## config.mk

```make
export PLATFORM = sky130hd
export DESIGN_NAME = led_blink_pattern_generator_unit_flat
export DESIGN_NICKNAME = d
export VERILOG_FILES = /design/src/design/lbpg_pkg.sv /design/src/design/lbpg_if.sv /design/src/design/lbpg_ctrl.sv /design/src/design/lbpg_datapath.sv /design/src/design/led_blink_pattern_generator_unit.sv /design/src/flat_wrapper.sv
export SDC_FILE = /design/constraint.sdc
export NUM_CORES = 1
export LEC_CHECK = 0
export BUFFER_PORTS_ARGS = -buffer_cell sky130_fd_sc_hd__clkbuf_2
export CORE_AREA = 2 2 317 256
export DETAILED_ROUTE_END_ITERATION = 10
export DIE_AREA = 0 0 319 258
export GPL_ROUTABILITY_DRIVEN = 0
export PLACE_DENSITY = 0.49
export SETUP_SLACK_MARGIN = 0.02
export SYNTH_ARGS = -nofsm -noshare
export SYNTH_HDL_FRONTEND = slang
export SYNTH_SLANG_ARGS = --single-unit
```

## constraint.sdc

```tcl
create_clock -name i_clk -period 3.5 [get_ports i_clk]
set_input_delay 0.7 -clock i_clk [delete_from_list [all_inputs] [get_ports i_clk]]
set_output_delay 0.7 -clock i_clk [all_outputs]
set_load 0.02 [all_outputs]
```

## src/design/lbpg_pkg.sv

```systemverilog
// ----------------------------------------------------------------------------
// lbpg_pkg
// Shared sizes, register indexes, mode codes and controller interface types
// of the LED blink pattern generator.
// ----------------------------------------------------------------------------
package lbpg_pkg;

    localparam int PATTERN_DEPTH = 16;
    localparam int TIME_BITS     = 16;

    localparam int ADDR_W    = $clog2(PATTERN_DEPTH);
    localparam int POS_W     = $clog2(PATTERN_DEPTH + 1);
    localparam int ELAPSED_W = TIME_BITS + 1;
    localparam int REM_W     = TIME_BITS + 1;
    localparam int RND_W     = 16;
    localparam int DIV_CNT_W = $clog2(RND_W + 1);
    localparam int CFG_IDX_W = 2;
    localparam int CFG_DAT_W = 16;
    localparam int LEN_W     = 5;
    localparam int IDX_EXT_W = 9;

    localparam logic [ELAPSED_W-1:0] ELAPSED_MAX = '1;

    localparam logic [CFG_IDX_W-1:0] CFG_MODE     = 2'd0;
    localparam logic [CFG_IDX_W-1:0] CFG_PERIOD_A = 2'd1;
    localparam logic [CFG_IDX_W-1:0] CFG_PERIOD_B = 2'd2;
    localparam logic [CFG_IDX_W-1:0] CFG_PAT_LEN  = 2'd3;

    localparam logic [2:0] MODE_OFF     = 3'd0;
    localparam logic [2:0] MODE_ON      = 3'd1;
    localparam logic [2:0] MODE_PATTERN = 3'd2;
    localparam logic [2:0] MODE_BLINK   = 3'd3;
    localparam logic [2:0] MODE_ASYM    = 3'd4;
    localparam logic [2:0] MODE_RANDOM  = 3'd5;

    localparam logic REQ_TICK = 1'b0;

    typedef struct packed {
        logic capture;
        logic count;
        logic eval;
        logic div_step;
        logic div_finish;
        logic load_out;
    } t_ctrl_cmd;

    typedef struct packed {
        logic is_tick;
        logic need_div;
        logic div_done;
        logic out_free;
    } t_ctrl_status;

endpackage

```

## src/design/lbpg_if.sv

```systemverilog
// ----------------------------------------------------------------------------
// lbpg_if
// Request and result channels of the LED blink pattern generator.
// ----------------------------------------------------------------------------
interface lbpg_req_if;
    logic        valid;
    logic        ready;
    logic        req_type;
    logic [3:0]  entry_index;
    logic [15:0] entry_time;
    logic [15:0] rnd_sample;

    modport source (output valid, req_type, entry_index, entry_time, rnd_sample,
                    input ready);
    modport sink   (input valid, req_type, entry_index, entry_time, rnd_sample,
                    output ready);
endinterface

interface lbpg_res_if;
    logic valid;
    logic ready;
    logic led_level;
    logic toggled;

    modport source (output valid, led_level, toggled, input ready);
    modport sink   (input valid, led_level, toggled, output ready);
endinterface

```

## src/design/lbpg_ctrl.sv

```systemverilog
// ----------------------------------------------------------------------------
// lbpg_ctrl
// Sequencer that steps one transaction through count, evaluate (ticks only), the
// optional serial remainder and result delivery.
// ----------------------------------------------------------------------------
module lbpg_ctrl
    import lbpg_pkg::*;
(
    input  logic         i_clk,
    input  logic         i_rst_n,
    input  logic         i_in_valid,
    output logic         o_in_ready,
    input  t_ctrl_status i_status,
    output t_ctrl_cmd    o_cmd
);

    typedef enum logic [4:0] {
        S_IDLE  = 5'b00001,
        S_COUNT = 5'b00010,
        S_EVAL  = 5'b00100,
        S_DIV   = 5'b01000,
        S_DONE  = 5'b10000
    } t_state;

    t_state r_state;
    t_state n_state;

    always_comb begin
        n_state = r_state;
        o_cmd   = '0;
        case (r_state)
            S_IDLE: begin
                if (i_in_valid) begin
                    o_cmd.capture = 1'b1;
                    n_state       = S_COUNT;
                end
            end
            S_COUNT: begin
                o_cmd.count = 1'b1;
                n_state     = i_status.is_tick ? S_EVAL : S_DONE;
            end
            S_EVAL: begin
                o_cmd.eval = 1'b1;
                n_state    = i_status.need_div ? S_DIV : S_DONE;
            end
            S_DIV: begin
                if (i_status.div_done) begin
                    o_cmd.div_finish = 1'b1;
                    n_state          = S_DONE;
                end else begin
                    o_cmd.div_step = 1'b1;
                end
            end
            S_DONE: begin
                if (i_status.out_free) begin
                    o_cmd.load_out = 1'b1;
                    n_state        = S_IDLE;
                end
            end
            default: begin
                n_state = S_IDLE;
            end
        endcase
    end

    assign o_in_ready = (r_state == S_IDLE);

    always_ff @(posedge i_clk) begin
        if (!i_rst_n) begin
            r_state <= S_IDLE;
        end else begin
            r_state <= n_state;
        end
    end

endmodule

```

## src/design/lbpg_datapath.sv

```systemverilog
// ----------------------------------------------------------------------------
// lbpg_datapath
// Configuration registers, pattern table, mode state, serial remainder unit
// and the result register.
// ----------------------------------------------------------------------------
module lbpg_datapath
    import lbpg_pkg::*;
(
    input  logic                 i_clk,
    input  logic                 i_rst_n,
    input  logic                 i_cfg_we,
    input  logic [CFG_IDX_W-1:0] i_cfg_idx,
    input  logic [CFG_DAT_W-1:0] i_cfg_data,
    input  logic                 i_req_type,
    input  logic [3:0]           i_entry_index,
    input  logic [15:0]          i_entry_time,
    input  logic [RND_W-1:0]     i_rnd_sample,
    input  logic                 i_out_ready,
    output logic                 o_out_valid,
    output logic                 o_led_level,
    output logic                 o_toggled,
    input  t_ctrl_cmd            i_cmd,
    output t_ctrl_status         o_status
);

    // Configuration.
    logic [2:0]           r_mode;
    logic [TIME_BITS-1:0] r_period_a;
    logic [TIME_BITS-1:0] r_period_b;
    logic [LEN_W-1:0]     r_pat_len;

    // Captured transaction.
    logic                 r_is_tick;
    logic [IDX_EXT_W-1:0] r_idx;
    logic [TIME_BITS-1:0] r_etime;
    logic [RND_W-1:0]     r_rnd;
    logic                 r_before;

    // Mode state.
    logic                 r_led;
    logic                 r_phase;
    logic [ELAPSED_W-1:0] r_elapsed;
    logic [POS_W-1:0]     r_pos;
    logic                 r_started;
    logic [TIME_BITS-1:0] r_rdelay;

    // Pattern table.
    logic [TIME_BITS-1:0] r_table [PATTERN_DEPTH];
    logic [TIME_BITS-1:0] r_rd_data;

    // Serial remainder.
    logic [REM_W-1:0]     r_div_rem;
    logic [TIME_BITS-1:0] r_div_d;
    logic [RND_W-1:0]     r_div_num;
    logic [DIV_CNT_W-1:0] r_div_cnt;

    // Result register.
    logic                 r_out_valid;
    logic                 r_out_led;
    logic                 r_out_tog;

    logic [31:0]          cfg_ext;
    logic [31:0]          etime_ext;
    logic                 tbl_we;
    logic [IDX_EXT_W-1:0] len_eff;
    logic [IDX_EXT_W-1:0] pos_ext;
    logic [ELAPSED_W-1:0] elapsed_inc;
    logic                 over_a;
    logic                 over_b;
    logic                 over_rd;
    logic                 b_gt_a;

    logic                 n_led;
    logic                 n_phase;
    logic [ELAPSED_W-1:0] n_elapsed;
    logic [POS_W-1:0]     n_pos;
    logic                 n_started;
    logic [TIME_BITS-1:0] n_rdelay;
    logic                 need_div;

    logic [REM_W-1:0]     rem_shift;
    logic [REM_W-1:0]     rem_sub;
    logic                 rem_ge;

    assign cfg_ext   = 32'(i_cfg_data);
    assign etime_ext = 32'(i_entry_time);

    always_ff @(posedge i_clk) begin
        if (!i_rst_n) begin
            r_mode     <= MODE_OFF;
            r_period_a <= TIME_BITS'(500);
            r_period_b <= TIME_BITS'(500);
            r_pat_len  <= '0;
        end else if (i_cfg_we) begin
            case (i_cfg_idx)
                CFG_MODE:     r_mode     <= i_cfg_data[2:0];
                CFG_PERIOD_A: r_period_a <= cfg_ext[TIME_BITS-1:0];
                CFG_PERIOD_B: r_period_b <= cfg_ext[TIME_BITS-1:0];
                CFG_PAT_LEN:  r_pat_len  <= i_cfg_data[LEN_W-1:0];
                default: ;
            endcase
        end
    end

    always_ff @(posedge i_clk) begin
        if (i_cmd.capture) begin
            r_is_tick <= (i_req_type == REQ_TICK);
            r_idx     <= IDX_EXT_W'(i_entry_index);
            r_etime   <= etime_ext[TIME_BITS-1:0];
            r_rnd     <= i_rnd_sample;
            r_before  <= r_led;
        end
    end

    // Entries past the table depth are dropped.
    assign tbl_we = i_cmd.count && !r_is_tick && (r_idx < IDX_EXT_W'(PATTERN_DEPTH));

    always_ff @(posedge i_clk) begin
        if (tbl_we) begin
            r_table[r_idx[ADDR_W-1:0]] <= r_etime;
        end
        r_rd_data <= r_table[r_pos[ADDR_W-1:0]];
    end

    assign elapsed_inc = (r_elapsed != ELAPSED_MAX) ? r_elapsed + 1'b1 : r_elapsed;
    assign len_eff     = (IDX_EXT_W'(r_pat_len) > IDX_EXT_W'(PATTERN_DEPTH)) ?
                         IDX_EXT_W'(PATTERN_DEPTH) : IDX_EXT_W'(r_pat_len);
    assign pos_ext     = IDX_EXT_W'(r_pos);
    assign over_a      = r_elapsed > ELAPSED_W'(r_period_a);
    assign over_b      = r_elapsed > ELAPSED_W'(r_period_b);
    assign over_rd     = r_elapsed > ELAPSED_W'(r_rdelay);
    assign b_gt_a      = r_period_b > r_period_a;

    always_comb begin
        n_led     = r_led;
        n_phase   = r_phase;
        n_elapsed = r_elapsed;
        n_pos     = r_pos;
        n_started = r_started;
        n_rdelay  = r_rdelay;
        need_div  = 1'b0;
        case (r_mode)
            MODE_OFF: n_led = 1'b0;
            MODE_ON:  n_led = 1'b1;
            MODE_PATTERN: begin
                if (pos_ext < len_eff) begin
                    if (!r_started) begin
                        n_started = 1'b1;
                        n_elapsed = '0;
                        n_led     = 1'b1;
                    end else if (r_elapsed > ELAPSED_W'(r_rd_data)) begin
                        n_elapsed = '0;
                        n_led     = r_pos[0];
                        n_pos     = r_pos + 1'b1;
                    end
                end else begin
                    // Rewind tick: the LED keeps its level.
                    n_pos = '0;
                end
            end
            MODE_BLINK: begin
                if (over_a) begin
                    n_elapsed = '0;
                    n_phase   = !r_phase;
                    n_led     = !r_phase;
                end
            end
            MODE_ASYM: begin
                if (!r_phase) begin
                    if (over_a) begin
                        n_elapsed = '0;
                        n_led     = 1'b0;
                        n_phase   = 1'b1;
                    end
                end else if (over_b) begin
                    n_elapsed = '0;
                    n_led     = 1'b1;
                    n_phase   = 1'b0;
                end
            end
            MODE_RANDOM: begin
                if (over_rd) begin
                    n_elapsed = '0;
                    n_phase   = !r_phase;
                    n_led     = !r_phase;
                    // The drawn delay lands later when the remainder unit runs.
                    n_rdelay  = r_period_a;
                    need_div  = b_gt_a;
                end
            end
            default: ;
        endcase
    end

    always_ff @(posedge i_clk) begin
        if (!i_rst_n) begin
            r_led     <= 1'b0;
            r_phase   <= 1'b0;
            r_elapsed <= '0;
            r_pos     <= '0;
            r_started <= 1'b0;
            r_rdelay  <= '0;
        end else if (i_cmd.count && r_is_tick) begin
            r_elapsed <= elapsed_inc;
        end else if (i_cmd.eval) begin
            r_led     <= n_led;
            r_phase   <= n_phase;
            r_elapsed <= n_elapsed;
            r_pos     <= n_pos;
            r_started <= n_started;
            r_rdelay  <= n_rdelay;
        end else if (i_cmd.div_finish) begin
            r_rdelay <= r_period_a + r_div_rem[TIME_BITS-1:0];
        end
    end

    // Restoring remainder, one bit of the random sample per cycle.
    assign rem_shift = {r_div_rem[REM_W-2:0], r_div_num[RND_W-1]};
    assign rem_ge    = rem_shift >= REM_W'(r_div_d);
    assign rem_sub   = rem_shift - REM_W'(r_div_d);

    always_ff @(posedge i_clk) begin
        if (!i_rst_n) begin
            r_div_cnt <= '0;
        end else if (i_cmd.eval && need_div) begin
            r_div_cnt <= DIV_CNT_W'(RND_W);
        end else if (i_cmd.div_step) begin
            r_div_cnt <= r_div_cnt - 1'b1;
        end
    end

    always_ff @(posedge i_clk) begin
        if (i_cmd.eval && need_div) begin
            r_div_rem <= '0;
            r_div_d   <= r_period_b - r_period_a;
            r_div_num <= r_rnd;
        end else if (i_cmd.div_step) begin
            r_div_rem <= rem_ge ? rem_sub : rem_shift;
            r_div_num <= {r_div_num[RND_W-2:0], 1'b0};
        end
    end

    always_ff @(posedge i_clk) begin
        if (!i_rst_n) begin
            r_out_valid <= 1'b0;
        end else if (i_cmd.load_out) begin
            r_out_valid <= 1'b1;
        end else if (i_out_ready) begin
            r_out_valid <= 1'b0;
        end
    end

    always_ff @(posedge i_clk) begin
        if (i_cmd.load_out) begin
            r_out_led <= r_led;
            r_out_tog <= r_led ^ r_before;
        end
    end

    assign o_out_valid = r_out_valid;
    assign o_led_level = r_out_led;
    assign o_toggled   = r_out_tog;

    assign o_status.is_tick  = r_is_tick;
    assign o_status.need_div = need_div;
    assign o_status.div_done = (r_div_cnt == '0);
    assign o_status.out_free = !r_out_valid || i_out_ready;

    ap_pos_range: assert property (@(posedge i_clk) disable iff (!i_rst_n)
        r_pos <= POS_W'(PATTERN_DEPTH))
        else $error("pattern position past table depth");

    ap_rem_below_divisor: assert property (@(posedge i_clk) disable iff (!i_rst_n)
        i_cmd.div_finish |-> (r_div_rem < REM_W'(r_div_d)))
        else $error("remainder not reduced below divisor");

    ap_write_keeps_led: assert property (@(posedge i_clk) disable iff (!i_rst_n)
        (i_cmd.count && !r_is_tick) |=> $stable(r_led))
        else $error("table write changed the LED level");

    ap_off_mode: assert property (@(posedge i_clk) disable iff (!i_rst_n)
        (i_cmd.eval && r_mode == MODE_OFF) |=> !r_led)
        else $error("LED lit after a tick in steady off mode");

endmodule

```

## src/design/led_blink_pattern_generator_unit.sv

```systemverilog
// A tick passes through the count, evaluate and done states after acceptance, a
// table write through count and done; a random-mode tick that draws a new delay
// also runs the bit-serial remainder. The single sequencer owning the state takes
// one transaction at a time and stalls in done while an earlier result is not taken.
// Reset: synchronous, active low; the pattern table is not cleared and holds
// unknown data until written.
// ----------------------------------------------------------------------------
// led_blink_pattern_generator_unit
// Top level of a single-LED pattern generator. Each request transaction is
// either a one-millisecond tick or a write into the pattern table, and each
// produces one result transaction with the LED level and a toggle flag.
// ----------------------------------------------------------------------------
module led_blink_pattern_generator_unit
    import lbpg_pkg::*;
(
    input  logic                 i_clk,
    input  logic                 i_rst_n,
    // The user must issue configuration writes only while the unit is idle; the unit does not enforce this.
    input  logic                 i_cfg_we,
    input  logic [CFG_IDX_W-1:0] i_cfg_idx,
    input  logic [CFG_DAT_W-1:0] i_cfg_data,
    lbpg_req_if.sink             i_req,
    lbpg_res_if.source           o_res
);

    t_ctrl_cmd    cmd;
    t_ctrl_status status;

    // The sequencer accepts a request only when idle; the result register lets
    // the next request be accepted while an earlier result is still waiting.
    lbpg_ctrl u_ctrl (
        .i_clk      (i_clk),
        .i_rst_n    (i_rst_n),
        .i_in_valid (i_req.valid),
        .o_in_ready (i_req.ready),
        .i_status   (status),
        .o_cmd      (cmd)
    );

    // The datapath holds every register the modes use, the pattern table with
    // its registered read port, and the remainder unit for random delays.
    lbpg_datapath u_datapath (
        .i_clk         (i_clk),
        .i_rst_n       (i_rst_n),
        .i_cfg_we      (i_cfg_we),
        .i_cfg_idx     (i_cfg_idx),
        .i_cfg_data    (i_cfg_data),
        .i_req_type    (i_req.req_type),
        .i_entry_index (i_req.entry_index),
        .i_entry_time  (i_req.entry_time),
        .i_rnd_sample  (i_req.rnd_sample),
        .i_out_ready   (o_res.ready),
        .o_out_valid   (o_res.valid),
        .o_led_level   (o_res.led_level),
        .o_toggled     (o_res.toggled),
        .i_cmd         (cmd),
        .o_status      (status)
    );

endmodule
```

## src/flat_wrapper.sv

```systemverilog
// flat-port wrapper written by rule: the top's interface ports become plain ports
module led_blink_pattern_generator_unit_flat import lbpg_pkg::*;
  (i_clk, i_rst_n, i_cfg_we, i_cfg_idx, i_cfg_data, i_req_valid, i_req_req_type, i_req_entry_index, i_req_entry_time, i_req_rnd_sample, i_req_ready, o_res_valid, o_res_led_level, o_res_toggled, o_res_ready);
  lbpg_req_if i_req_i ();
  lbpg_res_if o_res_i ();
  input  logic i_clk;
  input  logic i_rst_n;
  input  logic i_cfg_we;
  input  logic [CFG_IDX_W-1:0] i_cfg_idx;
  input  logic [CFG_DAT_W-1:0] i_cfg_data;
  input wire logic [$bits(i_req_i.valid)-1:0] i_req_valid;
  input wire logic [$bits(i_req_i.req_type)-1:0] i_req_req_type;
  input wire logic [$bits(i_req_i.entry_index)-1:0] i_req_entry_index;
  input wire logic [$bits(i_req_i.entry_time)-1:0] i_req_entry_time;
  input wire logic [$bits(i_req_i.rnd_sample)-1:0] i_req_rnd_sample;
  output wire logic [$bits(i_req_i.ready)-1:0] i_req_ready;
  output wire logic [$bits(o_res_i.valid)-1:0] o_res_valid;
  output wire logic [$bits(o_res_i.led_level)-1:0] o_res_led_level;
  output wire logic [$bits(o_res_i.toggled)-1:0] o_res_toggled;
  input wire logic [$bits(o_res_i.ready)-1:0] o_res_ready;
  assign i_req_i.valid = i_req_valid;
  assign i_req_i.req_type = i_req_req_type;
  assign i_req_i.entry_index = i_req_entry_index;
  assign i_req_i.entry_time = i_req_entry_time;
  assign i_req_i.rnd_sample = i_req_rnd_sample;
  assign i_req_ready = i_req_i.ready;
  assign o_res_valid = o_res_i.valid;
  assign o_res_led_level = o_res_i.led_level;
  assign o_res_toggled = o_res_i.toggled;
  assign o_res_i.ready = o_res_ready;
  led_blink_pattern_generator_unit u_core (.i_clk(i_clk), .i_rst_n(i_rst_n), .i_cfg_we(i_cfg_we), .i_cfg_idx(i_cfg_idx), .i_cfg_data(i_cfg_data), .i_req(i_req_i), .o_res(o_res_i));
endmodule
```

# [Word level (Yosys, flattened, before mapping)]
# Memory sizes are Yosys's and may differ from the RTL's. A register that Yosys moved wholly into a read port is not among the register bits.
# Cells that the tools add are included.
[classes] n_addsub=6 multipliers=0 n_div=0 n_lt_le_gt_ge=9 n_eq_ne=32 shift=0 n_mux=58 bitwise_logic=4 n_reduce_logical=30
[ops] cell="$mux 17" count=10
[ops] cell="$mux 16" count=7
[ops] cell="$gt 17x16->1" count=4
[ops] cell="$pmux 17 s4" count=1
[ops] cell="$mux 5" count=11
[ops] cell="$sub 16x16->16" count=2
[ops] cell="$mux 1" count=25
[ops] cell="$pmux 5 s5" count=1
[ops] cell="$add 17x1->17 const B" count=1
[ops] cell="$ge 17x16->1" count=1
[ops] cell="$ne 17x17->1 const B" count=1
[ops] cell="$add 16x16->16" count=1
[ops] cell="$gt 16x16->1" count=1
[ops] cell="$ne 3x3->1 const B" count=5
[ops] cell="$ne 2x2->1 const B" count=6
[ops] cell="$ne 2x1->1 const B" count=5
[ops] cell="$reduce_and 5->1" count=2
[ops] cell="$reduce_and 9->1" count=1
[ops] cell="$ne 4x4->1 const B" count=2
[ops] cell="$reduce_and 2->1" count=4
[ops] cell="$reduce_and 4->1" count=2
[ops] cell="$reduce_bool 2->1" count=4
[ops] cell="$reduce_and 7->1" count=1
[ops] cell="$eq 3x2->1 const B" count=2
[ops] cell="30 further kinds" count=39
[totals] register_bits=180 latchBits=0 ramBits=256 mem_bits_ro=0 in_bits=60 output_inout_bits=4 word_cells=164 mem_count=1
[memory_table] memory="u_core.u_datapath.r_table" depth=16 word_bits=16 rd=1 rd_clocked_by_memory_dff=1 write_ports=1 line="lbpg_datapath.sv:48" text="logic [TIME_BITS-1:0] r_table [PATTERN_DEPTH];"

# [Logic depth before layout (Yosys ltp)]
# Gate-level depths: netlist (run 1).
[depth] word_depth=7 ltp_mapped=13 depth_no_buf=13

# [By module]
# A second synthesis (run 1) with hierarchy kept.
[hier_totals] hier_cells=1669 area_unflattened_um2=21383.0
[by_module_without_submodules] mod="lbpg_datapath" instances=1 cells_each=1619 area_each_um2=21022.7 seq_area_each_um2=12231.7
[by_module_without_submodules] mod="lbpg_ctrl" instances=1 cells_each=50 area_each_um2=360.3 seq_area_each_um2=100.1

# [Worst setup path after synthesis (run 1)]
# OpenSTA, ideal clock, no wires.
[synth_path] path_type="flip-flop to flip-flop" start="reg u_core.u_datapath.r_period_b[0]" end="reg u_core.u_datapath.r_div_d[0] (enable)" setup_ps=432 t_arrival_ps=3425 required_ps=3068 slack_ps=-357 path_stages_with_launch=10 n_path_buf=0 period_less_slack_ps=3857 path_cell_list="dfxtp_1 inv_1 ha_1 fa_1 nor2b_1 o21ai_0 a21o_1 a211oi_1 a211oi_2 nor4_1"
[synth_via] elab_chain_len=4
[synth_rtl] item="from (decl)" line="lbpg_datapath.sv:29" text="logic [TIME_BITS-1:0] r_period_b;"
[synth_rtl] item="from (signal assigned)" line="lbpg_datapath.sv:98" text="CFG_PERIOD_B: r_period_b <= cfg_ext[TIME_BITS-1:0];"
[synth_rtl] item="$gt 16x16->1" line="lbpg_datapath.sv:132" text="assign b_gt_a = r_period_b > r_period_a;"
[synth_rtl] item="$mux 1" line="lbpg_datapath.sv:182" text="if (over_rd) begin"
[synth_rtl] item="$mux 1" line="lbpg_datapath.sv:142" text="case (r_mode)"
[synth_rtl] item="$logic_and 1x1->1" line="lbpg_datapath.sv:233" text="if (i_cmd.eval && need_div) begin"
[synth_rtl] item="to (signal assigned)" line="lbpg_datapath.sv:235" text="r_div_d <= r_period_b - r_period_a;"
[synth_rtl] item="to (decl)" line="lbpg_datapath.sv:53" text="logic [TIME_BITS-1:0] r_div_d;"
# No other way between the ends.
# A chain may end at the register's enable or synchronous reset.

# [Final worst setup path (run 1)]
[layout_path] start="reg u_core.u_datapath.r_elapsed[14]" end="reg u_core.u_ctrl.r_state[4]"
[layout_via] elab_chain_len=5
[layout_rtl] item="from (decl)" line="lbpg_datapath.sv:42" text="logic [ELAPSED_W-1:0] r_elapsed;"
[layout_rtl] item="from (signal assigned)" line="lbpg_datapath.sv:204" text="r_elapsed <= elapsed_inc;"
[layout_rtl] item="from (signal assigned)" line="lbpg_datapath.sv:208" text="r_elapsed <= n_elapsed;"
[layout_rtl] item="$gt 17x16->1" line="lbpg_datapath.sv:131" text="assign over_rd = r_elapsed > ELAPSED_W'(r_rdelay);"
[layout_rtl] item="$mux 1" line="lbpg_datapath.sv:182"
[layout_rtl] item="$mux 1" line="lbpg_datapath.sv:142"
[layout_rtl] item="$mux 5" line="lbpg_ctrl.sv:44" text="n_state = i_status.need_div ? S_DIV : S_DONE;"
[layout_rtl] item="$pmux 5 s5" line="lbpg_ctrl.sv:31" text="case (r_state)"
[layout_rtl] item="to (signal assigned)" line="lbpg_ctrl.sv:72" text="r_state <= n_state;"
[layout_rtl] item="to (decl)" line="lbpg_ctrl.sv:25" text="t_state r_state;"
# No other way between the ends.

==> impl_results.md, run 1 <==
- Post-Synthesis Cell Area: 21240 µm²
- Largest net degree at the start of global routing: 70
- Clk_skew: 30.34 ps
- Kind of cell adding the most delay to the critical path: compound AO/OA/AOI/OAI gates
- IO Pins: 64
- IO Port Bufs: 63
- Fmax: 311.6 MHz
- Required @ worst endpoint: 3990 ps
- Setup TNS: 0 ps
- CP max-delay cell: dfxtp_1
- Vias in the first global route: 13920
- Final worst path period share: 91.68%
- Root buffer cell: clkbuf_16
- DR vias: 13770
- Leak: 8.906 nW
- Worst min path class: in -> reg
- Clk sinks: 452
- Post-synth top flop: edfxtp_1
- GR Util met2: 21.57%
- Post-Syn Area per Cell: 13.02 µm²
- Die height: 258 µm
- Crit-path max cell delay: 680 ps
- Post-synth EDFFs: 328
- Worst slew margin: 29.76%
- Total CTS buffers: 49
- Synth Instances: 1631
- Worst-Margin Slew: 1054 ps
- Cell accounting for the most synthesized area: edfxtp_1
- Clock slew at reported path FFs: 60 ps
- Sequential-to-total area share from yosys stat: 58.05%
- WL/cell: 20.60 µm
- H-tree Lvls: 2
- Post-cts sizing count: 0
- DP Wirelength: 40.37 mm
- Area growth from synthesis to layout: 17.16%
- Drt total wl: 58.41 mm
- Via density per instance: 4.855
- FFs w/ async S/R, synth: 0%
- Status: completed
- Total die area: 82300 µm²
- Post-synthesis register bit count: 452
- CTS tree: done
- Clk Latency, worst-skew pair: 610 ps
- Most used routing layer: met2
- Clk buf depth: 3
- Critical path class: reg -> reg
- CP bufs+invs: 2
- Die Width: 319 µm
- VDD IR max: 0.3682 mV
- RSZ-0062 raised after global routing: no
- Max-cap violations: 0
- Core Util, Final: 31.27%
- Final ANT Viol Nets: 0
- DR pass1 iterations: 5
- Met1 Track Usage GR: 20.55%
- Final Hold Fails: 0
- Std cell rows: 93
- Total GRT Usage: 14.10%
- Setup Fix Bufs, Post-CTS: 0
- Crit-path cells: ha_1 -> nand2_1 -> nor4_1 -> a211oi_1 -> o221ai_1 -> buf_4 -> nand2_1 -> o41ai_2 -> buf_4 -> a31oi_1 -> o21a_1
- Critical Path Start Type: register
- Top area cells in the synthesized netlist: edfxtp_1, dfxtp_1, mux4_2
- Share of cells above drive strength 1: 19.33%
- Min cycle time layout: 3209 ps
- Max-slew violation count: 0
- Met3 GRT Util: 2.384%
- Pwr Density: 481.4 nW/µm²
- # fillers: 7989
- GRT overflow: 0
- Core area: 79590 µm²
- Cell variety after synth: 81
- Synth Warn #: 0
- Crit path DAT: 3700 ps
- First-pass GRT wire length: 87.97 mm
- DRC: 0
- Fin nets: 1933
- Critical Path Sink Type: register
- Final setup vio count: 0
- Share of the synthesized area in the top cell type: 46.37%
- DRT iter0 DRCs: 1219
- Initial antenna violation count: 1
- Syn Nets: 1814
- Crit path max fanout: 10
- Cts hold-fix bufs: 0
- Initial Utilization: 26.69%
layout by cell type, fill, tap and decap left out, types with 49 or more instances in the layout:
cell	synthesis	layout
inv_1	114	114
clkbuf_2	0	63
dfxtp_1	124	122
a21oi_1	78	78
ha_1	120	120
o21ai_0	53	53
nor2_1	94	82
edfxtp_1	328	328
clkbuf_16	0	49
nand2_1	139	139
mux4_2	80	80
buf_4	3	53
stage by stage:
step                setup slack, ps  hold slack, ps  total power, W  area, µm²  std cells
floorplan                     317.8           436.3        0.006478      21250       1631
global placement              63.97           451.4        0.006755      23230       2744
detailed placement            147.4           456.4        0.006763      23230       2744
CTS                           121.6           224.2         0.01213      24880       2835
global route                  43.53           233.8         0.01242      24890       2835
finish                        291.1           263.8         0.01198      24890       2836
state kept, by name, summed over array words and instances, names as in the netlist, 5 cells and up:
name,cells
u_core.u_datapath.r_div_d,16
u_core.u_ctrl.r_state,5
u_core.u_datapath.r_div_rem,16
u_core.u_datapath.r_pat_len,5
u_core.u_datapath.r_rd_data,16
u_core.u_datapath.r_period_b,16
u_core.u_datapath.r_elapsed,17
u_core.u_datapath.r_etime,16
u_core.u_datapath.r_table,256
u_core.u_datapath.r_div_num,16
u_core.u_datapath.r_div_cnt,5
u_core.u_datapath.r_rdelay,16
u_core.u_datapath.r_pos,5
u_core.u_datapath.r_rnd,16
u_core.u_datapath.r_period_a,16
metal layers:
metal  vias up  wire (µm)
met2       343      25570
met5         -          0
met3        81       3065
met4         0       1279
met1      6902      28500
li1       6444          -
cell type report:
cell class,count,area (µm²),area share (%)
Timing Repair Buffer,123,853.3,3.429
Clock inverter,35,395.4,1.589
Multi-Input combinational cell,1009,8308,33.38
Antenna cell,1,2.502,0.01005
Sequential cell,452,12340,49.57
Tap cell,1045,1308,5.254
Inverter,115,431.7,1.734
Clock buffer,56,1252,5.032
logic make-up (layout without fill, tap and decap cells):
| kind of cell | after synthesis | count (layout) | share of synthesized area, % |
|---|---|---|---|
| xor gates and xnor gates | 38 | 38 | 1.567 |
| DFF | 452 | 452 | 58.05 |
| other | 0 | 1 | 0 |
| muxes | 115 | 115 | 10.23 |
| buffers and inverters | 170 | 329 | 3.216 |
| adders and majority gates | 123 | 123 | 7.351 |
| AOI/OAI and AO/OA | 305 | 305 | 9.777 |
| and+or+nand+nor | 428 | 428 | 9.807 |
Yosys cell counts (21+ instances only):
cell / n
nand2_1: 139
a21oi_1: 78
xnor2_1: 23
a21o_1: 27
nand3_1: 35
edfxtp_1: 328
clkbuf_1: 36
ha_1: 120
inv_1: 114
o21ai_0: 53
nor2_1: 94
nor3_1: 39
o211ai_1: 21
dfxtp_1: 124
mux4_2: 80
worst reg2reg max path, cell delays in order, from the launching register on:
cell and delay (ps):
dfxtp_1 680, ha_1 230, nand2_1 60, nor4_1 320, a211oi_1 130, o221ai_1 260, buf_4 200, nand2_1 170
o41ai_2 600, buf_4 200, a31oi_1 70, o21a_1 180
where the power goes:
group          internal, W  switching [W]
Combinational     0.000282       0.000443
Sequential         0.00583       0.000101
Clock              0.00299        0.00233
Total              0.00910        0.00288
path summary, 6_finish.rpt:
kind                                            startpoint                                             to  slack (ps)  cells after the start
max           u_core.u_datapath.r_elapsed[14]$_SDFFE_PN0P_          u_core.u_ctrl.r_state[4]$_SDFFE_PN0P_         290                     11
min                                    i_req_entry_time[9]         u_core.u_datapath.r_etime[9]$_DFFE_PP_         260                      1
max reg2reg   u_core.u_datapath.r_elapsed[14]$_SDFFE_PN0P_          u_core.u_ctrl.r_state[4]$_SDFFE_PN0P_         290                     11
min reg2reg  u_core.u_datapath.r_period_a[15]$_SDFFE_PN0P_  u_core.u_datapath.r_period_a[15]$_SDFFE_PN0P_         460                      2
No activity file was read; power rests on OpenSTA's default activity.
==> run 2, diff against run 1 <==
--- a/config.mk
+++ b/config.mk
@@ -5,10 +5,11 @@
 export SDC_FILE = /design/constraint.sdc
 export NUM_CORES = 1
 export LEC_CHECK = 0
+export ABC_AREA = 1
 export BUFFER_PORTS_ARGS = -buffer_cell sky130_fd_sc_hd__clkbuf_2
-export CORE_AREA = 2 2 317 256
+export CORE_AREA = 2 2 323 261
 export DETAILED_ROUTE_END_ITERATION = 10
-export DIE_AREA = 0 0 319 258
+export DIE_AREA = 0 0 325 263
 export GPL_ROUTABILITY_DRIVEN = 0
 export PLACE_DENSITY = 0.49
 export SETUP_SLACK_MARGIN = 0.02
==> run 2 against run 1 <==
  * Final cell count grew 25%
  * Utilization is essentially flat
  * Cell area grew 3.0%
  * Die area grew 3.9%
  * Non-clock buffer count shrank 6
  * Flip-flop and latch count is the same
  * Area after synthesis grew 3.9%
  * Critical path depth grew 1
  * Largest power group unchanged
==> impl_results.md, run 2 <==
- Most frequent cell after synthesis: nand2_1 (was edfxtp_1)
- Root buffer cell: clkbuf_16 (unchanged)
- Reg2Reg Depth: 12 (was 11)
- Total CTS buffers: 48 (was 49)
- Area growth from synthesis to layout: 16.14% (was 17.16%)
- WL/cell: 17.52 µm (was 20.60 µm)
- Clk buf depth: 3 (unchanged)
- Sequential-to-total area share from yosys stat: 55.85% (was 58.05%)
- # fillers: 8404 (was 7989)
- First-pass GRT wire length: 94.76 mm (was 87.97 mm)
- Final worst path period share: 93.17% (was 91.68%)
- FFs w/ async S/R, synth: 0% (unchanged)
- Core area: 81980 µm² (was 79590 µm²)
- Area of the multi-input gates: 8574 µm² (was 8308 µm²)
- Die height: 263 µm (was 258 µm)
- IO Port Bufs: 63 (unchanged)
- DR vias: 16690 (was 13770)
- R2r setup slk: 240 ps (was 290 ps)
- Cell accounting for the most synthesized area: edfxtp_1 (unchanged)
- Worst min path class: in -> reg (unchanged)
- Clk sinks: 452 (unchanged)
- Worst hold start: i_req_entry_time[0] (was i_req_entry_time[9])
- Cell variety after synth: 49 (was 81)
- Vias in the first global route: 15880 (was 13920)
- Fin nets: 2590 (was 1933)
- Final Hold Fails: 0 (unchanged)
- Via density per instance: 4.703 (was 4.855)
- Final setup vio count: 0 (unchanged)
- Worst-Margin Slew: 963.8 ps (was 1054 ps)
- Syn Nets: 2507 (was 1814)
- RSZ-0062 raised after global routing: no (unchanged)
- Max-slew violation count: 0 (unchanged)
- Max-cap violations: 0 (unchanged)
- Hold Path Cell Cnt: 1 (unchanged)
- Leading cell type in the layout, fill and taps excluded: nand2_1 (was edfxtp_1)
- Pwr Density: 470.4 nW/µm² (was 481.4 nW/µm²)
- Crit path max fanout: 31 (was 10)
- Clk_skew: 28.28 ps (was 30.34 ps)
- DRC: 0 (unchanged)
- Clk Latency, worst-skew pair: 610 ps (about the same)
- Initial Utilization: 26.94% (was 26.69%)
- Leak: 10.46 nW (was 8.906 nW)
- Fmax: 306.7 MHz (was 311.6 MHz)
- Top area cells in the synthesized netlist: edfxtp_1, dfxtp_1, nand2_1 (was edfxtp_1, dfxtp_1, mux4_2)
- Clock slew at reported path FFs: 60 ps (about the same)
- Std cell rows: 94 (was 93)
- Min cycle time layout: 3261 ps (was 3209 ps)
- Share of the synthesized area in the top cell type: 44.61% (was 46.37%)
- Synth Warn #: 0 (unchanged)
- Setup TNS: 0 ps (unchanged)
- Total GRT Usage: 14.26% (was 14.10%)
- Top cells by count, synth: nand2_1, edfxtp_1, nor2_1 (was edfxtp_1, nand2_1, dfxtp_1)
- Drt total wl: 62.18 mm (was 58.41 mm)
- VDD IR max: 0.3508 mV (was 0.3682 mV)
- Crit path DAT: 3500 ps (was 3700 ps)
- Post-synthesis register bit count: 452 (unchanged)
- Reg2reg start: u_core.u_datapath.r_period_b[0]$_SDFFE_PN0P_ (was u_core.u_datapath.r_elapsed[14]$_SDFFE_PN0P_)
- H-tree Lvls: 2 (unchanged)
- IO Pins: 64 (unchanged)
- Critical path class: reg -> reg (unchanged)
- Most frequent cells in the layout: nand2_1, edfxtp_1, nor2_1 (was edfxtp_1, nand2_1, dfxtp_1)
- Post-Syn Area per Cell: 9.501 µm² (was 13.02 µm²)
- Post-Synthesis Cell Area: 22080 µm² (was 21240 µm²)
- Final ANT Viol Nets: 0 (unchanged)
- Synth Instances: 2324 (was 1631)
- Initial antenna violation count: 1 (unchanged)
- DR pass1 iterations: 7 (was 5)
- Critical Path Sink Type: register (unchanged)
- Hold Slack: 274.3 ps (was 263.8 ps)
- Seq. cell area: 12340 µm² (about the same)
- Max reg flops: 256 (unchanged)
- GRT overflow: 0 (unchanged)
- Required @ worst endpoint: 3740 ps (was 3990 ps)
- DRT iter0 DRCs: 1336 (was 1219)
- Core Util, Final: 31.28% (was 31.27%)
- Total Power: 0.01206 W (was 0.01198 W)
- Die Width: 325 µm (was 319 µm)
- Post-synth top flop: edfxtp_1 (unchanged)
- CTS tree: done (unchanged)
- Largest net degree at the start of global routing: 105 (was 70)
- Worst slew margin: 35.25% (was 29.76%)
- Status: completed (unchanged)
- Total die area: 85480 µm² (was 82300 µm²)
- Reg-to-Reg End: u_core.u_datapath.r_div_d[9]$_DFFE_PP_ (was u_core.u_ctrl.r_state[4]$_SDFFE_PN0P_)
- Share of cells above drive strength 1: 9.771% (was 19.33%)
- Post-synth EDFFs: 328 (unchanged)
- Worst hold path endpoint: u_core.u_datapath.r_etime[0]$_DFFE_PP_ (was u_core.u_datapath.r_etime[9]$_DFFE_PP_)
- Critical Path Start Type: register (unchanged)
- ANT cells: 0 (was 1)
- DP Wirelength: 43.14 mm (was 40.37 mm)
run 2: cell types whose count changed after synthesis, sizes merged, moves of 24 or more:
cell,previous run,this run
nand2,139,504
nor2,95,306
inv,114,231
o21ai,54,149
mux4,80,0
nand3,35,102
a21oi,78,120
o32ai,0,38
nor3,43,14
clkbuf,36,63
o221ai,2,26
run 2: through the flow:
stage | worst slack (ps) | area (µm²) | instances
2_1_floorplan | 598.0 | 22080 | 2324
3_3_place_gp | 342.9 | 23950 | 3461
3_5_place_dp | 196.1 | 23950 | 3461
4_1_cts | 180.9 | 25640 | 3550
5_1_grt | 35.84 | 25650 | 3550
6_report | 239.0 | 25650 | 3550
run 2: cells by family (layout without fill, tap and decap cells):
group	count (synthesis)	after routing	share of synthesized area [%]
AO/OA/AOI/OAI	385	385	10.45
flip-flops	452	452	55.85
multiplexers	26	26	1.179
XOR/XNOR	41	41	1.626
adder cells (fa/ha/maj)	123	123	7.072
AND/OR/NAND/NOR	979	979	18.26
buffers and inverters	318	440	5.559
run 2: power by group:
part           internal [W]  switching [W]  total (W)
clock               0.00326        0.00224    0.00550
combinational      0.000200       0.000404   0.000604
sequential          0.00585       0.000106    0.00596
run 2: how the worst max path moves through the flow:
stage,startpoint,slack [ps],end,cells after the start
2_1_floorplan,u_core.u_ctrl.r_state[3]$_SDFFE_PN0P_,600,u_core.u_datapath.r_before$_DFFE_PP_,5
3_3_place_gp,u_core.u_datapath.r_period_b[0]$_SDFFE_PN0P_,340,u_core.u_datapath.r_div_d[9]$_DFFE_PP_,12
3_5_place_dp,u_core.u_datapath.r_elapsed[1]$_SDFFE_PN0P_,200,u_core.u_datapath.r_elapsed[8]$_SDFFE_PN0P_,16
4_1_cts,u_core.u_datapath.r_elapsed[1]$_SDFFE_PN0P_,180,u_core.u_datapath.r_elapsed[8]$_SDFFE_PN0P_,16
5_1_grt,u_core.u_datapath.r_period_b[0]$_SDFFE_PN0P_,40,u_core.u_datapath.r_div_num[13]$_DFFE_PP_,14
6_report,u_core.u_datapath.r_period_b[0]$_SDFFE_PN0P_,240,u_core.u_datapath.r_div_d[9]$_DFFE_PP_,12
run 2: critical path: stages, from the launching register on:
cell      delay (ps)
dfxtp_1          350
inv_1             70
ha_1             230
fa_1             460
or2_0            250
nand2_2           90
nand2_1           60
nand2_2          120
nand2_2           60
a21oi_2          260
and2_2           220
nand3_4          220
clkinv_2         470
run 2: repair_timing:
| action | CTS | global route |
|---|---|---|
| setup buffers | 0 | 0 |
| hold buffers | 0 | 0 |
| gates resized for setup | 0 | 1 |
| endpoints found under the setup margin | 0 | 16 |
run 2: cell type report:
class                   instances  area share, %
well taps                    1104          5.386
inverters                     234          3.435
repair buffers                117          3.054
clock buffers                  55          4.908
multi-input cells            1554          33.43
flip-flops and latches        452          48.11
clock inverters                34          1.669
run 2: per-layer routing:
metal  share of wire [%]  GRT usage, %  wire, µm  vias up
li1                    -             -         -     8120
met1                  47         20.42     29270     7974
met2                  43         21.58     26990      504
met3                 7.3         3.210      4543       96
met4                 2.2         3.741      1377        0
met5                   0             0         0        -
==> run 3, diff against run 2 <==
--- a/config.mk
+++ b/config.mk
@@ -8,6 +8,7 @@
 export ABC_AREA = 1
 export BUFFER_PORTS_ARGS = -buffer_cell sky130_fd_sc_hd__clkbuf_2
 export CORE_AREA = 2 2 323 261
+export CTS_BUF_LIST = sky130_fd_sc_hd__clkbuf_16
 export DETAILED_ROUTE_END_ITERATION = 10
 export DIE_AREA = 0 0 325 263
 export GPL_ROUTABILITY_DRIVEN = 0
==> run 3 against run 2 <==
  * Register-to-register slack better by 20 ps
  * Final cell count stayed put
  * Combinational power hardly changed
  * Utilization hardly changed
  * Clock skew hardly changed
  * Flip-flop and latch count stayed put
  * Clock power is 0.7% lower
  * Sequential power hardly changed
  * Non-clock buffer count stayed put
  * Sequential share of layout area hardly changed
  * Via count hardly changed
  * Largest cell class unchanged
==> impl_results.md, run 3 (same netlist as run 2, synthesis figures left out) <==
- Non-filler instance count after layout: 3550 (unchanged)
- Via density per instance: 4.699 (was 4.703)
- Largest net degree at the start of global routing: 105 (unchanged)
- Final Hold Fails: 0 (unchanged)
- Leading cell type in the layout, fill and taps excluded: nand2_1 (unchanged)
- Clock slew at reported path FFs: 60 ps (about the same)
- Total CTS buffers: 48 (unchanged)
- Clk Latency, worst-skew pair: 610 ps (about the same)
- Required @ worst endpoint: 3740 ps (about the same)
- Total GRT Usage: 14.26% (unchanged)
- Initial antenna violation count: 1 (unchanged)
- Fin nets: 2590 (unchanged)
- First-pass GRT wire length: 94.76 mm (about the same)
- Final worst path period share: 92.65% (was 93.17%)
- Critical path class: reg -> reg (unchanged)
- Total die area: 85480 µm² (unchanged)
- Placed inst area: 23950 µm² (unchanged)
- Min cycle time layout: 3243 ps (was 3261 ps)
- Crit path max fanout: 31 (unchanged)
- Worst min path class: in -> reg (unchanged)
- DR vias: 16680 (was 16690)
- Leak: 10.47 nW (was 10.46 nW)
- Max-cap violations: 0 (unchanged)
- Setup TNS: 0 ps (unchanged)
- Drt total wl: 62.19 mm (was 62.18 mm)
- CTS tree: done (unchanged)
- DRT iter0 DRCs: 1343 (was 1336)
- Fmax: 308.4 MHz (was 306.7 MHz)
- DRC: 0 (unchanged)
- H-tree Lvls: 2 (unchanged)
- Hold Slack: 274.2 ps (was 274.3 ps)
- M1 WL: 29.28 mm (was 29.27 mm)
- Die height: 263 µm (unchanged)
- GRT overflow: 0 (unchanged)
- Area growth from synthesis to layout: 16.10% (was 16.14%)
- Share of cells above drive strength 1: 9.730% (was 9.771%)
- Root buffer cell: clkbuf_16 (unchanged)
- Worst-Margin Slew: 963.4 ps (was 963.8 ps)
- Final instance area: 25640 µm² (was 25650 µm²)
- Vias in the first global route: 15880 (about the same)
- Setup Fix Bufs, Post-CTS: 0 (unchanged)
- IO Port Bufs: 63 (unchanged)
- Cells after DPL: 3461 (unchanged)
- Pwr Density: 468.9 nW/µm² (was 470.4 nW/µm²)
- Clk buf depth: 3 (unchanged)
- Crit path DAT: 3480 ps (was 3500 ps)
- Met3 WL post-DR: 4.551 mm (was 4.543 mm)
- DR pass1 iterations: 6 (was 7)
- Status: completed (unchanged)
- Max-slew violation count: 0 (unchanged)
- VDD IR max: 0.3514 mV (was 0.3508 mV)
- Critical Path Sink Type: register (unchanged)
- WL/cell: 17.52 µm (about the same)
- Most frequent cells in the layout: nand2_1, edfxtp_1, nor2_1 (unchanged)
- Top Metal Used: met4 (unchanged)
- Met2 wire length: 27.00 mm (was 26.99 mm)
- IO Pins: 64 (unchanged)
- Final ANT Viol Nets: 0 (unchanged)
- Clk_skew: 28.01 ps (was 28.28 ps)
- DP Wirelength: 43.14 mm (unchanged)
- Clk sinks: 452 (unchanged)
- Max reg flops: 256 (unchanged)
- RSZ-0062 raised after global routing: no (unchanged)
- Critical Path Start Type: register (unchanged)
- Initial Utilization: 26.94% (unchanged)
- Die Width: 325 µm (unchanged)
- Core area: 81980 µm² (unchanged)
- Final setup vio count: 0 (unchanged)
- ANT cells: 0 (unchanged)
- Std cell rows: 94 (unchanged)
- Worst slew margin: 35.28% (was 35.25%)
-- run 3: changes by cell type in the layout (fill, tap and decap cells not counted), sizes merged --
cell    previous run  this run
clkbuf           118       112
inv              232       237
clkinv            24        25
-- run 3: area by class of cell --
class | count | area, µm²
multi-input combinational | 1554 | 8574
clock buffer | 49 | 1226
tap | 1104 | 1381
fill | 8405 | 56340
clock inverter | 40 | 450.4
sequential | 452 | 12340
inverter | 234 | 880.8
timing repair buffer | 117 | 783.3
-- run 3: final timing paths --
check                                               startpoint                                           to  slack, ps  cells past startpoint
hold / removal                             i_req_entry_time[3]       u_core.u_datapath.r_etime[3]$_DFFE_PP_        270                      1
setup / recovery  u_core.u_datapath.r_period_b[0]$_SDFFE_PN0P_       u_core.u_datapath.r_div_d[9]$_DFFE_PP_        260                     12
hold reg to reg    u_core.u_datapath.r_pat_len[1]$_SDFFE_PN0P_  u_core.u_datapath.r_pat_len[1]$_SDFFE_PN0P_        450                      2
setup reg to reg  u_core.u_datapath.r_period_b[0]$_SDFFE_PN0P_       u_core.u_datapath.r_div_d[9]$_DFFE_PP_        260                     12
-- run 3: report_power, final --
part / internal [W] / switching, W
combinational: 0.000200 / 0.000404
sequential: 0.00585 / 0.000106
clock: 0.00323 / 0.00223
-- run 3: per-layer routing --
layer / vias to the layer above / global-route usage, %
li1: 8117 / -
met1: 7987 / 20.42
met2: 484 / 21.58
met3: 94 / 3.210
met4: 0 / 3.741
met5: - / 0
-- run 3: stage by stage --
step	total power, W	setup WS (ps)	util [%]
after floorplan	0.006402	598.0	-
after global placement	0.006665	342.9	29.22
after detailed placement	0.006674	196.1	29.22
after CTS	0.01216	180.9	31.27
after global routing	0.01247	35.84	31.27
final	0.01202	257.2	31.27
-- run 3: timing repair --
action / CTS / global route
setup endpoints to repair: 0 / 16
gates resized for setup: 0 / 1
hold buffers: 0 / 0
-- run 3: worst max-delay path: stages, from the launching register on --
cell      delay [ps]
dfxtp_1          340
inv_1             70
ha_1             230
fa_1             460
or2_0            250
nand2_2           90
nand2_1           60
nand2_2          120
nand2_2           60
a21oi_2          260
and2_2           220
nand3_4          210
clkinv_2         470
